### src/rtl/core/pats_pkg.sv
// ----------------------------------------------------------------------------
// pats_pkg
// Types, codes and constants shared by the task scheduler core and its queue.
// ----------------------------------------------------------------------------
package pats_pkg;

    localparam int QUEUE_DEPTH_DEF = 16;

    localparam logic [15:0] CAP_RESET = 16'd1000;
    localparam logic [8:0]  OVL_RESET = 9'd205;
    localparam logic [8:0]  OFF_RESET = 9'd179;

    typedef enum logic [1:0] {
        MODE_SUBMIT   = 2'd0,
        MODE_COMPLETE = 2'd1,
        MODE_START    = 2'd2,
        MODE_STOP     = 2'd3
    } mode_t;

    typedef enum logic [2:0] {
        OUT_REJECTED  = 3'd0,
        OUT_QUEUED    = 3'd1,
        OUT_OFFLOADED = 3'd2,
        OUT_COMPLETED = 3'd3,
        OUT_NO_EFFECT = 3'd4
    } outcome_t;

    typedef enum logic [1:0] {
        SRV_OFFLINE    = 2'd0,
        SRV_IDLE       = 2'd1,
        SRV_PROCESSING = 2'd2,
        SRV_OVERLOADED = 2'd3
    } srv_state_t;

    typedef enum logic [1:0] {
        REG_CAPACITY = 2'd0,
        REG_OVERLOAD = 2'd1,
        REG_OFFLOAD  = 2'd2,
        REG_UNUSED   = 2'd3
    } reg_index_t;

    typedef enum logic [2:0] {
        ST_IDLE,
        ST_EVAL,
        ST_SETTLE,
        ST_SCAN,
        ST_SCAN_LAST,
        ST_PULL,
        ST_SHIFT,
        ST_EMIT
    } fsm_t;

    typedef struct packed {
        logic [7:0]  priority_req;
        logic [15:0] deadline;
        logic [15:0] id;
        logic [7:0]  cluster;
        logic [15:0] size;
        logic [31:0] arrival;
    } qent_t;

endpackage

### src/rtl/core/pats_qmem.sv
// ----------------------------------------------------------------------------
// pats_qmem
// Queue storage: one write port, one read port with registered read data.
// ----------------------------------------------------------------------------
module pats_qmem
    import pats_pkg::*;
#(
    parameter int QUEUE_DEPTH = QUEUE_DEPTH_DEF,
    localparam int IW = $clog2(QUEUE_DEPTH)
)
(
    input  logic          clk,
    input  logic          we,
    input  logic [IW-1:0] waddr,
    input  qent_t         wdata,
    input  logic          re,
    input  logic [IW-1:0] raddr,
    output qent_t         rdata
);

    qent_t mem [QUEUE_DEPTH];

    always_ff @(posedge clk)
    begin
        if (we)
        begin
            mem[waddr] <= wdata;
        end
    end

    always_ff @(posedge clk)
    begin
        if (re)
        begin
            rdata <= mem[raddr];
        end
    end

endmodule

### src/rtl/core/priority_task_admission_scheduler_core.sv
// Start, stop, rejected, offloaded and no-effect events go from evaluation straight to
// the emit state; a queued submit or a completion first settles the server state.
// An event that starts a queued task also has the queue memory scanned for the best
// entry, one read a cycle, then the entry is pulled and the queue closed up.
// One event at a time; busy stays high until done. The receiver cannot stall done.
// Reset: queue empty, server offline, ids start at 1, registers at their defaults.
// ----------------------------------------------------------------------------
// priority_task_admission_scheduler_core
// Admission control, cloud offload and priority queue service for task events.
// ----------------------------------------------------------------------------
module priority_task_admission_scheduler_core
    import pats_pkg::*;
#(
    parameter int QUEUE_DEPTH = QUEUE_DEPTH_DEF
)
(
    input  logic        clk,
    input  logic        rst_n,
    input  logic        cfg_we,
    input  logic [1:0]  cfg_index,
    input  logic [15:0] cfg_data,
    input  logic        start,
    output logic        busy,
    input  logic [1:0]  mode,
    input  logic [7:0]  priority_req,
    input  logic [15:0] deadline,
    input  logic [15:0] request_size,
    input  logic [7:0]  source_cluster,
    input  logic        cloud_accepts,
    input  logic [31:0] now,
    output logic        done,
    output logic [2:0]  outcome,
    output logic [15:0] task_id,
    output logic [7:0]  completed_cluster,
    output logic [31:0] response_time,
    output logic        started_task,
    output logic [15:0] started_id,
    output logic [1:0]  server_state,
    output logic [4:0]  queued_count,
    output logic [15:0] current_load,
    output logic [31:0] tasks_processed,
    output logic [31:0] tasks_rejected
);

    localparam int IW = $clog2(QUEUE_DEPTH);
    localparam int FW = $clog2(QUEUE_DEPTH + 1);

    logic [15:0] cap_reg;
    logic [8:0]  ovl_reg;
    logic [8:0]  off_reg;
    logic [24:0] ovl_prod_reg;
    logic [24:0] off_prod_reg;

    fsm_t        state_reg, state_next;
    logic [FW-1:0] fill_reg, fill_next;
    logic        busyf_reg, busyf_next;
    logic        run_reg, run_next;
    srv_state_t  srv_reg, srv_next;
    logic [15:0] act_id_reg, act_id_next;
    logic [7:0]  act_cl_reg, act_cl_next;
    logic [15:0] act_sz_reg, act_sz_next;
    logic [31:0] act_arr_reg, act_arr_next;
    logic [15:0] load_reg, load_next;
    logic [31:0] proc_reg, proc_next;
    logic [31:0] rej_reg, rej_next;
    logic [15:0] nid_reg, nid_next;

    logic [1:0]  in_mode_reg;
    qent_t       in_ent_reg;
    logic        in_cloud_reg;

    outcome_t    oc_reg, oc_next;
    logic [15:0] tid_reg, tid_next;
    logic [7:0]  ccl_reg, ccl_next;
    logic [31:0] resp_reg, resp_next;
    logic        strt_reg, strt_next;

    logic [FW-1:0] idx_reg, idx_next;
    logic        pend_reg, pend_next;
    logic [IW-1:0] pend_idx_reg;
    logic [IW-1:0] best_idx_reg;
    qent_t       best_ent_reg;

    logic        mem_we;
    logic [IW-1:0] mem_waddr;
    qent_t       mem_wdata;
    logic        mem_re;
    logic [IW-1:0] mem_raddr;
    qent_t       mem_rdata;

    logic        done_reg;
    logic [2:0]  oc_out_reg;
    logic [15:0] tid_out_reg;
    logic [7:0]  ccl_out_reg;
    logic [31:0] resp_out_reg;
    logic        strt_out_reg;
    logic [15:0] sid_out_reg;
    logic [1:0]  srv_out_reg;
    logic [4:0]  qc_out_reg;
    logic [15:0] load_out_reg;
    logic [31:0] proc_out_reg;
    logic [31:0] rej_out_reg;

    logic        accept;
    logic        ovl_above;
    logic        off_above;
    logic        half_above;
    logic        large_task;
    logic        no_fit;
    logic        q_full;
    logic        scan_take;
    logic [31:0] fill_w;

    assign accept = start && (state_reg == ST_IDLE);
    assign busy   = (state_reg != ST_IDLE);

    assign ovl_above  = {1'b0, load_reg, 8'h00} > ovl_prod_reg;
    assign off_above  = {1'b0, load_reg, 8'h00} > off_prod_reg;
    assign half_above = {load_reg, 1'b0} > {1'b0, cap_reg};
    assign large_task = in_ent_reg.size > {2'b00, cap_reg[15:2]};
    assign no_fit     = ({1'b0, load_reg} + {1'b0, in_ent_reg.size}) > {1'b0, cap_reg};
    assign q_full     = fill_reg >= FW'(QUEUE_DEPTH);
    assign scan_take  = pend_reg && ((state_reg == ST_SCAN) || (state_reg == ST_SCAN_LAST))
                        && ((pend_idx_reg == '0) ||
                            ({mem_rdata.priority_req, mem_rdata.deadline} <
                             {best_ent_reg.priority_req, best_ent_reg.deadline}));
    assign fill_w     = 32'(fill_reg);

    pats_qmem #(
        .QUEUE_DEPTH(QUEUE_DEPTH)
    ) u_qmem (
        .clk   (clk),
        .we    (mem_we),
        .waddr (mem_waddr),
        .wdata (mem_wdata),
        .re    (mem_re),
        .raddr (mem_raddr),
        .rdata (mem_rdata)
    );

    always_ff @(posedge clk or negedge rst_n)
    begin
        if (!rst_n)
        begin
            cap_reg <= CAP_RESET;
            ovl_reg <= OVL_RESET;
            off_reg <= OFF_RESET;
        end
        else if (cfg_we)
        begin
            unique case (reg_index_t'(cfg_index))
                REG_CAPACITY: cap_reg <= cfg_data;
                REG_OVERLOAD: ovl_reg <= cfg_data[8:0];
                REG_OFFLOAD:  off_reg <= cfg_data[8:0];
                default:      ;
            endcase
        end
    end

    always_ff @(posedge clk)
    begin
        ovl_prod_reg <= 25'(ovl_reg) * 25'(cap_reg);
        off_prod_reg <= 25'(off_reg) * 25'(cap_reg);
    end

    always_ff @(posedge clk or negedge rst_n)
    begin
        if (!rst_n)
        begin
            state_reg <= ST_IDLE;
            fill_reg  <= '0;
            busyf_reg <= 1'b0;
            run_reg   <= 1'b0;
            srv_reg   <= SRV_OFFLINE;
            act_id_reg  <= '0;
            act_cl_reg  <= '0;
            act_sz_reg  <= '0;
            act_arr_reg <= '0;
            load_reg  <= '0;
            proc_reg  <= '0;
            rej_reg   <= '0;
            nid_reg   <= 16'd1;
            pend_reg  <= 1'b0;
            done_reg  <= 1'b0;
        end
        else
        begin
            state_reg <= state_next;
            fill_reg  <= fill_next;
            busyf_reg <= busyf_next;
            run_reg   <= run_next;
            srv_reg   <= srv_next;
            act_id_reg  <= act_id_next;
            act_cl_reg  <= act_cl_next;
            act_sz_reg  <= act_sz_next;
            act_arr_reg <= act_arr_next;
            load_reg  <= load_next;
            proc_reg  <= proc_next;
            rej_reg   <= rej_next;
            nid_reg   <= nid_next;
            pend_reg  <= pend_next;
            done_reg  <= (state_reg == ST_EMIT);
        end
    end

    always_ff @(posedge clk)
    begin
        if (accept)
        begin
            in_mode_reg  <= mode;
            in_cloud_reg <= cloud_accepts;
            in_ent_reg   <= '{priority_req: priority_req, deadline: deadline,
                              id: 16'd0, cluster: source_cluster,
                              size: request_size, arrival: now};
        end
        oc_reg   <= oc_next;
        tid_reg  <= tid_next;
        ccl_reg  <= ccl_next;
        resp_reg <= resp_next;
        strt_reg <= strt_next;
        idx_reg  <= idx_next;
        pend_idx_reg <= idx_reg[IW-1:0];
        if (scan_take)
        begin
            best_idx_reg <= pend_idx_reg;
            best_ent_reg <= mem_rdata;
        end
        if (state_reg == ST_EMIT)
        begin
            oc_out_reg   <= oc_reg;
            tid_out_reg  <= tid_reg;
            ccl_out_reg  <= ccl_reg;
            resp_out_reg <= resp_reg;
            strt_out_reg <= strt_reg;
            sid_out_reg  <= strt_reg ? act_id_reg : 16'd0;
            srv_out_reg  <= srv_reg;
            qc_out_reg   <= fill_w[4:0];
            load_out_reg <= load_reg;
            proc_out_reg <= proc_reg;
            rej_out_reg  <= rej_reg;
        end
    end

    always_comb
    begin
        state_next = state_reg;
        fill_next  = fill_reg;
        busyf_next = busyf_reg;
        run_next   = run_reg;
        srv_next   = srv_reg;
        act_id_next  = act_id_reg;
        act_cl_next  = act_cl_reg;
        act_sz_next  = act_sz_reg;
        act_arr_next = act_arr_reg;
        load_next  = load_reg;
        proc_next  = proc_reg;
        rej_next   = rej_reg;
        nid_next   = nid_reg;
        oc_next    = oc_reg;
        tid_next   = tid_reg;
        ccl_next   = ccl_reg;
        resp_next  = resp_reg;
        strt_next  = strt_reg;
        idx_next   = idx_reg;
        pend_next  = 1'b0;
        mem_we     = 1'b0;
        mem_waddr  = pend_idx_reg - IW'(1);
        mem_wdata  = mem_rdata;
        mem_re     = 1'b0;
        mem_raddr  = idx_reg[IW-1:0];

        unique case (state_reg)
            ST_IDLE:
            begin
                if (accept)
                begin
                    state_next = ST_EVAL;
                end
            end

            ST_EVAL:
            begin
                oc_next   = OUT_NO_EFFECT;
                tid_next  = '0;
                ccl_next  = '0;
                resp_next = '0;
                strt_next = 1'b0;
                state_next = ST_EMIT;
                unique case (mode_t'(in_mode_reg))
                    MODE_SUBMIT:
                    begin
                        if (!run_reg || (srv_reg == SRV_OFFLINE))
                        begin
                            oc_next = OUT_REJECTED;
                        end
                        else if ((off_above || (half_above && large_task)) && in_cloud_reg)
                        begin
                            oc_next = OUT_OFFLOADED;
                        end
                        else if (no_fit || q_full)
                        begin
                            oc_next = OUT_REJECTED;
                        end
                        else
                        begin
                            oc_next   = OUT_QUEUED;
                            tid_next  = nid_reg;
                            nid_next  = (nid_reg == 16'hFFFF) ? 16'd1 : nid_reg + 16'd1;
                            mem_we    = 1'b1;
                            mem_waddr = fill_reg[IW-1:0];
                            mem_wdata = in_ent_reg;
                            mem_wdata.id = nid_reg;
                            fill_next = fill_reg + FW'(1);
                            load_next = load_reg + in_ent_reg.size;
                            state_next = ST_SETTLE;
                        end
                        if ((oc_next == OUT_REJECTED) && (rej_reg != 32'hFFFF_FFFF))
                        begin
                            rej_next = rej_reg + 32'd1;
                        end
                    end
                    MODE_COMPLETE:
                    begin
                        if (busyf_reg)
                        begin
                            oc_next   = OUT_COMPLETED;
                            tid_next  = act_id_reg;
                            ccl_next  = act_cl_reg;
                            resp_next = in_ent_reg.arrival - act_arr_reg;
                            if (proc_reg != 32'hFFFF_FFFF)
                            begin
                                proc_next = proc_reg + 32'd1;
                            end
                            load_next  = (load_reg >= act_sz_reg) ? load_reg - act_sz_reg : '0;
                            busyf_next = 1'b0;
                            state_next = ST_SETTLE;
                        end
                    end
                    MODE_START:
                    begin
                        if (!run_reg)
                        begin
                            run_next   = 1'b1;
                            fill_next  = '0;
                            load_next  = '0;
                            busyf_next = 1'b0;
                            srv_next   = SRV_IDLE;
                        end
                    end
                    MODE_STOP:
                    begin
                        if (run_reg)
                        begin
                            run_next   = 1'b0;
                            fill_next  = '0;
                            load_next  = '0;
                            busyf_next = 1'b0;
                            srv_next   = SRV_OFFLINE;
                        end
                    end
                    default: ;
                endcase
            end

            ST_SETTLE:
            begin
                if (ovl_above)
                begin
                    srv_next = SRV_OVERLOADED;
                end
                else if (busyf_reg || (fill_reg != '0))
                begin
                    srv_next = SRV_PROCESSING;
                end
                else
                begin
                    srv_next = SRV_IDLE;
                end
                if (run_reg && (fill_reg != '0) && !busyf_reg)
                begin
                    idx_next   = '0;
                    state_next = ST_SCAN;
                end
                else
                begin
                    state_next = ST_EMIT;
                end
            end

            ST_SCAN:
            begin
                mem_re    = 1'b1;
                pend_next = 1'b1;
                idx_next  = idx_reg + FW'(1);
                if (idx_reg == fill_reg - FW'(1))
                begin
                    state_next = ST_SCAN_LAST;
                end
            end

            ST_SCAN_LAST:
            begin
                state_next = ST_PULL;
            end

            ST_PULL:
            begin
                act_id_next  = best_ent_reg.id;
                act_cl_next  = best_ent_reg.cluster;
                act_sz_next  = best_ent_reg.size;
                act_arr_next = best_ent_reg.arrival;
                idx_next     = FW'(best_idx_reg) + FW'(1);
                state_next   = ST_SHIFT;
            end

            ST_SHIFT:
            begin
                mem_we = pend_reg;
                if (idx_reg < fill_reg)
                begin
                    mem_re    = 1'b1;
                    pend_next = 1'b1;
                    idx_next  = idx_reg + FW'(1);
                end
                else if (!pend_reg)
                begin
                    fill_next  = fill_reg - FW'(1);
                    busyf_next = 1'b1;
                    strt_next  = 1'b1;
                    state_next = ST_SETTLE;
                end
            end

            ST_EMIT:
            begin
                state_next = ST_IDLE;
            end

            default:
            begin
                state_next = ST_IDLE;
            end
        endcase
    end

    assign done              = done_reg;
    assign outcome           = oc_out_reg;
    assign task_id           = tid_out_reg;
    assign completed_cluster = ccl_out_reg;
    assign response_time     = resp_out_reg;
    assign started_task      = strt_out_reg;
    assign started_id        = sid_out_reg;
    assign server_state      = srv_out_reg;
    assign queued_count      = qc_out_reg;
    assign current_load      = load_out_reg;
    assign tasks_processed   = proc_out_reg;
    assign tasks_rejected    = rej_out_reg;

`ifndef SYNTH
    a_fill_bound: assert property (@(posedge clk) disable iff (!rst_n)
        fill_reg <= FW'(QUEUE_DEPTH))
        else $error("queue fill beyond depth");

    a_done_idle: assert property (@(posedge clk) disable iff (!rst_n)
        done |-> !busy)
        else $error("done while busy");

    a_done_pulse: assert property (@(posedge clk) disable iff (!rst_n)
        done |=> !done)
        else $error("done held longer than one cycle");

    a_pull_needs_run: assert property (@(posedge clk) disable iff (!rst_n)
        (state_reg == ST_PULL) |-> (run_reg && !busyf_reg && (fill_reg != '0)))
        else $error("queue pull without a runnable queue");
`endif

endmodule
### config.mk
export PLATFORM = sky130hd
export DESIGN_NAME = priority_task_admission_scheduler_core
export DESIGN_NICKNAME = d
export VERILOG_FILES = /design/src/rtl/core/pats_pkg.sv /design/src/rtl/core/pats_qmem.sv /design/src/rtl/core/priority_task_admission_scheduler_core.sv
export SDC_FILE = /design/constraint.sdc
export NUM_CORES = 2
export LEC_CHECK = 0
export ABC_AREA = 1
export BUFFER_PORTS_ARGS = -buffer_cell sky130_fd_sc_hd__buf_2
export CORE_UTILIZATION = 30
export DETAILED_ROUTE_END_ITERATION = 8
export GPL_ROUTABILITY_DRIVEN = 0
export PLACE_DENSITY = 0.41
export REMOVE_ABC_BUFFERS = 1
export SLEW_MARGIN = 30
export SYNTH_ARGS = -nofsm -noshare
export SYNTH_HDL_FRONTEND = slang
export SYNTH_SLANG_ARGS = --single-unit
### constraint.sdc
create_clock -name clk -period 25.9 [get_ports clk]
set_input_delay 6.475 -clock clk [delete_from_list [all_inputs] [get_ports clk]]
set_output_delay 6.475 -clock clk [all_outputs]
set_load 0.01 [all_outputs]
### Word-level counts from Yosys, hierarchy flattened

Memory sizes are Yosys's and may differ from the RTL's. A register that Yosys moved wholly into a read port is not among the register bits.
Cells that the tools add are included.

* $add $sub $neg: 12
* $mul: 2
* divide/modulo/power cells: 0
* $lt $le $gt $ge: 9
* eq/ne operators: 36
* shift operators: 0
* muxes and demuxes: 77
* bitwise gates (word level): 3
* reductions and logical operators: 43

Operators with widths (count)
* two-way mux 96 bit: 5
* two-way mux 16 bit: 12
* adder 32 x 1 -> 32 bit (second input constant): 2
* != test 32 bit (second input constant): 2
* one-hot mux 16 bit (4 select lines): 1
* > comparator 24 x 25 -> 1 bit: 2
* multiplier 9 x 16 -> 25 bit: 2
* two-way mux 5 bit: 9
* two-way mux 3 bit: 12
* > comparator 17 x 16 -> 1 bit: 2
* one-hot mux 16 bit (2 select lines): 1
* subtractor 32 bit: 1
* < comparator 24 bit: 1
* one-hot mux 3 bit (8 select lines): 1
* != test 2 bit (second input constant): 11
* two-way mux 4 bit: 5
* one-hot mux 5 bit (4 select lines): 1
* adder 16 x 16 -> 17 bit: 1
* adder 16 x 1 -> 16 bit (second input constant): 1
* adder 16 bit: 1
* equality test 16 bit (second input constant): 1
* >= comparator 16 bit: 1
* > comparator 16 x 14 -> 1 bit: 1
* subtractor 16 bit: 1
* 42 further kinds: 105

* register bits after elaboration: 681
* bits in latches: 0
* RAM bits: 1536
* bits in read-only memories: 0
* output and inout bits: 165
* word-level logic and storage cells: 235
* memories kept: 1

Memory list
* u_qmem.mem: depth 16, width 96, read ports 1, clocked after memory_dff 1, write ports 1, line pats_qmem.sv:21 `qent_t mem [QUEUE_DEPTH];`

### Longest topological paths before layout

* depth after elaboration: 11
* depth in mapped cells: 28
* depth with buffers taken out: 26

### Hierarchy

Synthesis repeated with hierarchy kept, for this count alone.

* cell total of the unflattened synthesis: 10613
* area, all modules: 109038.3 sq um

Modules (own cells, without submodules)
* pats_qmem: times used 1, cells each 6302, area each 68604.5 sq um
* priority_task_admission_scheduler_core: times used 1, cells each 4311, area each 40433.8 sq um

### Worst setup path after synthesis

Ideal clock, no wire load.

* kind: input-to-reg
* start point: input port start
* end point: register in_cloud_reg (enable)
* arrival: 9.946 ns
* data required time: 25.375 ns
* path slack: 15.428 ns
* cell stages on the path: 2
* buffers on the path: 0
* cell sequence: inv_1 > nor2_1

* cells in the longest elaborated chain, start to end: 1

Ends and longest elaborated chain
* start: declaration: line priority_task_admission_scheduler_core.sv:22 `input logic start,`
* logical AND 1 bit: line priority_task_admission_scheduler_core.sv:114 `assign accept = start && (state_reg == ST_IDLE);`
* net accept: line priority_task_admission_scheduler_core.sv:104 `logic accept;`
* end signal: assignment: line priority_task_admission_scheduler_core.sv:211 `in_cloud_reg <= cloud_accepts;`
* end: declaration: line priority_task_admission_scheduler_core.sv:70 `logic in_cloud_reg;`

The timed path passes the listed nets, and every way through them passes these cells.
A chain may end at the register's enable or synchronous reset.

### Worst setup path after layout

* start point: register state_reg[0]
* end point: output port busy

* cells in the longest elaborated chain, start to end: 1

Ends and longest elaborated chain
* start: declaration: line priority_task_admission_scheduler_core.sv:54 `fsm_t state_reg, state_next;`
* start signal: assignment: line priority_task_admission_scheduler_core.sv:188 `state_reg <= state_next;`
* nonzero test 3 bit: line priority_task_admission_scheduler_core.sv:115 `assign busy = (state_reg != ST_IDLE);`
* end: declaration: line priority_task_admission_scheduler_core.sv:23 `output logic busy,`

Every way passes these cells.

==> impl_results.html <==
<table>
<tr><th>Metric</th><th>Value</th></tr>
<tr><th colspan="2">Global route</th></tr>
<tr><td>Congestion Overflow GR</td><td>0</td></tr>
<tr><td>Via count of the first global-routing pass</td><td>approximately 66,000</td></tr>
<tr><td>Wire length of the first global-routing pass</td><td>about 460,000 um</td></tr>
<tr><td>Number of antenna violations at the first check in global routing</td><td>22</td></tr>
<tr><td>Maximum number of pins on one net before global-route repair</td><td>214</td></tr>
<tr><td>Total Routing Usage GR</td><td>0.176</td></tr>
<tr><th colspan="2">STA</th></tr>
<tr><td>Layout Skew</td><td>0.0751 ns</td></tr>
<tr><td>Final Hold Fails</td><td>0</td></tr>
<tr><td>Setup TNS</td><td>0 ns</td></tr>
<tr><td>Tcrit/Tclk final</td><td>0.322</td></tr>
<tr><td>Setup repair after global routing missed its margin</td><td>no</td></tr>
<tr><td>Tightest slew margin relative to the limit</td><td>0.302</td></tr>
<tr><td>Final Max Tran Viols</td><td>0</td></tr>
<tr><td>Worst-margin pin slew</td><td>1.05 ns</td></tr>
<tr><td>Final setup violating endpoints</td><td>0</td></tr>
<tr><td>Maximum clock frequency</td><td>around 120 MHz</td></tr>
<tr><td>Final min period</td><td>8.35 ns</td></tr>
<tr><th colspan="2">Pwr</th></tr>
<tr><td>Leakage power summed over all cells</td><td>between 40 and 50 nW</td></tr>
<tr><td>Cell internal pwr</td><td>0.00866 W</td></tr>
<tr><td>Proportion of power drawn by the clock network</td><td>0.263</td></tr>
<tr><td>Peak supply drop</td><td>0.124 mV</td></tr>
<tr><td>Net switching power of the design</td><td>0.00529 W</td></tr>
<tr><td>Switching part of the total power</td><td>0.379</td></tr>
<tr><td>Part of the total power dissipated in sequential elements</td><td>0.378</td></tr>
<tr><td>Combinational Power Share</td><td>0.359</td></tr>
<tr><td>Power density over the cells</td><td>118 nW/um2</td></tr>
<tr><td>Total chip power</td><td>0.0140 W</td></tr>
<tr><th colspan="2">Die</th></tr>
<tr><td>Top-level I/O count</td><td>between 200 and 300</td></tr>
<tr><td>Core Footprint</td><td>approximately 340,000 um2</td></tr>
<tr><td>Floorplan die area</td><td>346,000 um2</td></tr>
<tr><td>Die boundary height</td><td>588 um</td></tr>
<tr><td>Initial core utilization</td><td>0.302</td></tr>
<tr><td>Count of standard-cell rows</td><td>between 200 and 250</td></tr>
<tr><td>Die span in x</td><td>588 um</td></tr>
<tr><th colspan="2">Detailed routing</th></tr>
<tr><td>Overall via count from detail_route</td><td>64,850</td></tr>
<tr><td>Total detailed-routing wirelength</td><td>around 300,000 um</td></tr>
<tr><td>Routed via count divided by cell count</td><td>4.90</td></tr>
<tr><td>Mean routed wirelength per cell</td><td>23.3 um</td></tr>
<tr><td>Drt pass-1 iters</td><td>5</td></tr>
<tr><td>Post-DRT Antenna Nets</td><td>0</td></tr>
<tr><td>Starting DRC count in detailed routing</td><td>4,907</td></tr>
<tr><td>Number of remaining DRC errors</td><td>0</td></tr>
<tr><th colspan="2">Placement</th></tr>
<tr><td>Detailed placer's ending HPWL</td><td>roughly 180,000 um</td></tr>
<tr><td>Count of input and output buffers</td><td>around 270</td></tr>
<tr><td>Number of instances in the placed design</td><td>about 13,000</td></tr>
<tr><td>Cell area after placement</td><td>110,000 um2</td></tr>
<tr><th colspan="2">Worst setup path</th></tr>
<tr><td>Slowest CP cell</td><td>dfrtp_1</td></tr>
<tr><td>Cell chain of the critical path</td><td>nor2_1 &gt; nand2_1 &gt; buf_2</td></tr>
<tr><td>Type of destination of the critical path</td><td>output port</td></tr>
<tr><td>Stage delay of the slowest cell on the critical path</td><td>0.40 ns</td></tr>
<tr><td>Largest fanout of any net on the critical path</td><td>4</td></tr>
<tr><td>Register-to-register setup slack</td><td>17.92 ns</td></tr>
<tr><td>Arrival time at the worst endpoint</td><td>1.88 ns</td></tr>
<tr><td>Capture point of the worst reg-to-reg path</td><td>u_qmem.mem[15][3]$_DFFE_PP_</td></tr>
<tr><td>Launching instance or port of the critical path</td><td>state_reg[0]$_DFFE_PN0P_</td></tr>
<tr><td>Crit path kind</td><td>register to output port</td></tr>
<tr><td>Reg2reg path depth</td><td>22</td></tr>
<tr><td>Required time at the endpoint of the critical path</td><td>19.42 ns</td></tr>
<tr><td>Critical Path Source Type</td><td>register</td></tr>
<tr><td>Launching point of the worst reg2reg path</td><td>load_reg[2]$_DFFE_PN0P_</td></tr>
<tr><th colspan="2">Final layout</th></tr>
<tr><td>Leading cell types in the layout, fill and taps excluded</td><td>edfxtp_1 (2,043), nand2_1 (1,379), nor2_1 (716)</td></tr>
<tr><td>Layout area overhead</td><td>14.6%</td></tr>
<tr><td>Count of placed standard cells in the final layout, fillers left out</td><td>~13,000</td></tr>
<tr><td>Share of layout cells above drive strength 1</td><td>0.0950</td></tr>
<tr><td>Commonest non-fill, non-tap cell in the layout</td><td>edfxtp_1</td></tr>
<tr><td>Design Area, Final</td><td>roughly 120,000 um2</td></tr>
<tr><td>Flip-flop count of the largest register, all copies and words added</td><td>between 1,500 and 2,000</td></tr>
<tr><td>Net count of the finished layout</td><td>9,064</td></tr>
<tr><th colspan="2">Synth</th></tr>
<tr><td>Cells after Synth</td><td>8,266</td></tr>
<tr><td>Avg Inst Size Synth</td><td>12.5 um2</td></tr>
<tr><td>Warnings, synthesis</td><td>0</td></tr>
<tr><td>Netlist Area Pre-Place</td><td>103,000 um2</td></tr>
<tr><td>Number of enable-type register cells in the synthesized netlist</td><td>just over 2,000</td></tr>
<tr><td>Portion of the post-synthesis area used by sequential elements</td><td>0.659</td></tr>
<tr><td>Number of synthesized register bits</td><td>2,313</td></tr>
<tr><td>Top_reg_cell synth</td><td>edfxtp_1</td></tr>
<tr><td>Synth async-reset ratio</td><td>0.0934</td></tr>
<tr><td>Post-synthesis cell type count</td><td>67</td></tr>
<tr><th colspan="2">Clock network</th></tr>
<tr><td>Post-CTS Setup Bufs</td><td>0</td></tr>
<tr><td>Clock latency reported for the late side of the worst-skew pair</td><td>0.91 ns</td></tr>
<tr><td>Number of buffers inserted by hold repair at cts</td><td>0</td></tr>
<tr><td>CTS Root Buffer Type</td><td>clkbuf_16</td></tr>
<tr><td>Count of clock tree sinks</td><td>2,313</td></tr>
<tr><td>TritonCTS Buffers</td><td>271</td></tr>
<tr><td>Clock transition at path regs</td><td>0.05 ns</td></tr>
<tr><td>Resized cells post-CTS</td><td>0</td></tr>
<tr><td># H-tree levels</td><td>5</td></tr>
<tr><td>Clock buffer depth</td><td>4</td></tr>
<tr><td>TritonCTS clock tree</td><td>yes</td></tr>
<tr><th colspan="2">Hold path</th></tr>
<tr><td>End of the worst hold path</td><td>outcome[2]$_DFFE_PP_</td></tr>
<tr><td>Number of cells traversed by the worst hold path</td><td>0</td></tr>
<tr><td>Worst min-delay path class</td><td>register to register</td></tr>
<tr><td>Worst min-delay path startpoint</td><td>oc_reg[2]$_DFFE_PP_</td></tr>
<tr><th colspan="2">Outcome</th></tr>
<tr><td>Outcome</td><td>complete, no violations</td></tr>
<tr><th colspan="2">Flow run</th></tr>
<tr><td>Number of maximum-capacitance constraint violations</td><td>0</td></tr>
</table>
[power groups by stage]
| stage | clock (W) | sequential (W) | combinational (W) |
|---|---|---|---|
| floorplan | 0 | 0.00555 | 0.00359 |
| global placement | 0 | 0.00535 | 0.00503 |
| detailed placement | 0 | 0.00535 | 0.00506 |
| CTS | 0.00379 | 0.00529 | 0.00510 |
| global route | 0.00391 | 0.00532 | 0.00567 |
| finish | 0.00367 | 0.00527 | 0.00501 |
[final cells by class]
| class | count | area [um2] |
|---|---|---|
| Timing Repair Buffer | 371 | 2430 |
| Clock buffer | 349 | 7310 |
| Tap cell | 4536 | 5680 |
| Inverter | 716 | 2710 |
| Fill cell | 33550 | 223000 |
| Antenna cell | 4 | 10.0 |
| Sequential cell | 2313 | 67900 |
| Clock inverter | 128 | 1100 |
| Multi-Input combinational cell | 4815 | 30900 |
[critical path, delay by kind of cell, from the launching register on]
| family | cells | cell delay (ns) |
|---|---|---|
| AND/OR/NAND/NOR | 2 | 0.39 |
| buffers and inverters | 1 | 0.22 |
| flip-flops | 1 | 0.40 |
[synthesized netlist by cell type (all sizes together) (42+ instances only)]
library cell,n,share of area
a21oi,201,0.0099
buf,93,0.0045
clkbuf,329,0.012
dfrtp,199,0.048
dfxtp,54,0.011
edfxtp,2043,0.60
fa,201,0.039
ha,270,0.033
inv,713,0.026
mux2i,315,0.031
nand2,1388,0.051
nand3,212,0.011
nand4,42,0.0026
nor2,738,0.027
nor3,68,0.0034
o211ai,72,0.0053
o21ai,640,0.031
o221ai,318,0.027
o32ai,66,0.0056
xor2,105,0.0089
[layer usage]
layer  global-route usage  vias up  routed length, um
met3               0.0184      389              12200
met2                0.287     1430             144000
li1                     -    29906                  -
met1                0.251    33121             147000
met5                    0        -                 23
met4               0.0388        4               6220
[per-stage QoR]
step           hold WS, ns  setup slack [ns]   util
3_3_place_gp         0.402             16.98  0.321
2_1_floorplan        0.400             -9.54      -
6_report             0.417             17.55  0.347
5_1_grt              0.421             17.39  0.346
3_5_place_dp         0.405             16.92  0.322
4_1_cts              0.418             17.48  0.346
[worst max path at each step]
stage / to / slack [ns] / cells after the start
after floorplan: u_qmem.rdata[0]$_DFFE_PP_ / -9.54 / 6
after global placement: in_ent_reg[0]$_DFFE_PP_ / 16.98 / 5
after detailed placement: in_ent_reg[24]$_DFFE_PP_ / 16.92 / 5
after CTS: busy / 17.48 / 3
after global routing: u_qmem.mem[15][3]$_DFFE_PP_ / 17.39 / 22
final: busy / 17.55 / 3
[cells by family (layout without fill, tap and decap cells)]
group | Yosys count | after routing | synth area share
xor+xnor | 141 | 141 | 0.0120
fa+ha+maj | 471 | 471 | 0.0719
buf+inv | 1138 | 1564 | 0.0426
mux | 315 | 315 | 0.0306
compound gates | 1395 | 1395 | 0.0864
flops | 2313 | 2313 | 0.659
simple gates | 2493 | 2493 | 0.0974
other cells | 0 | 4 | 0
(Power assumes the default switching activity.)
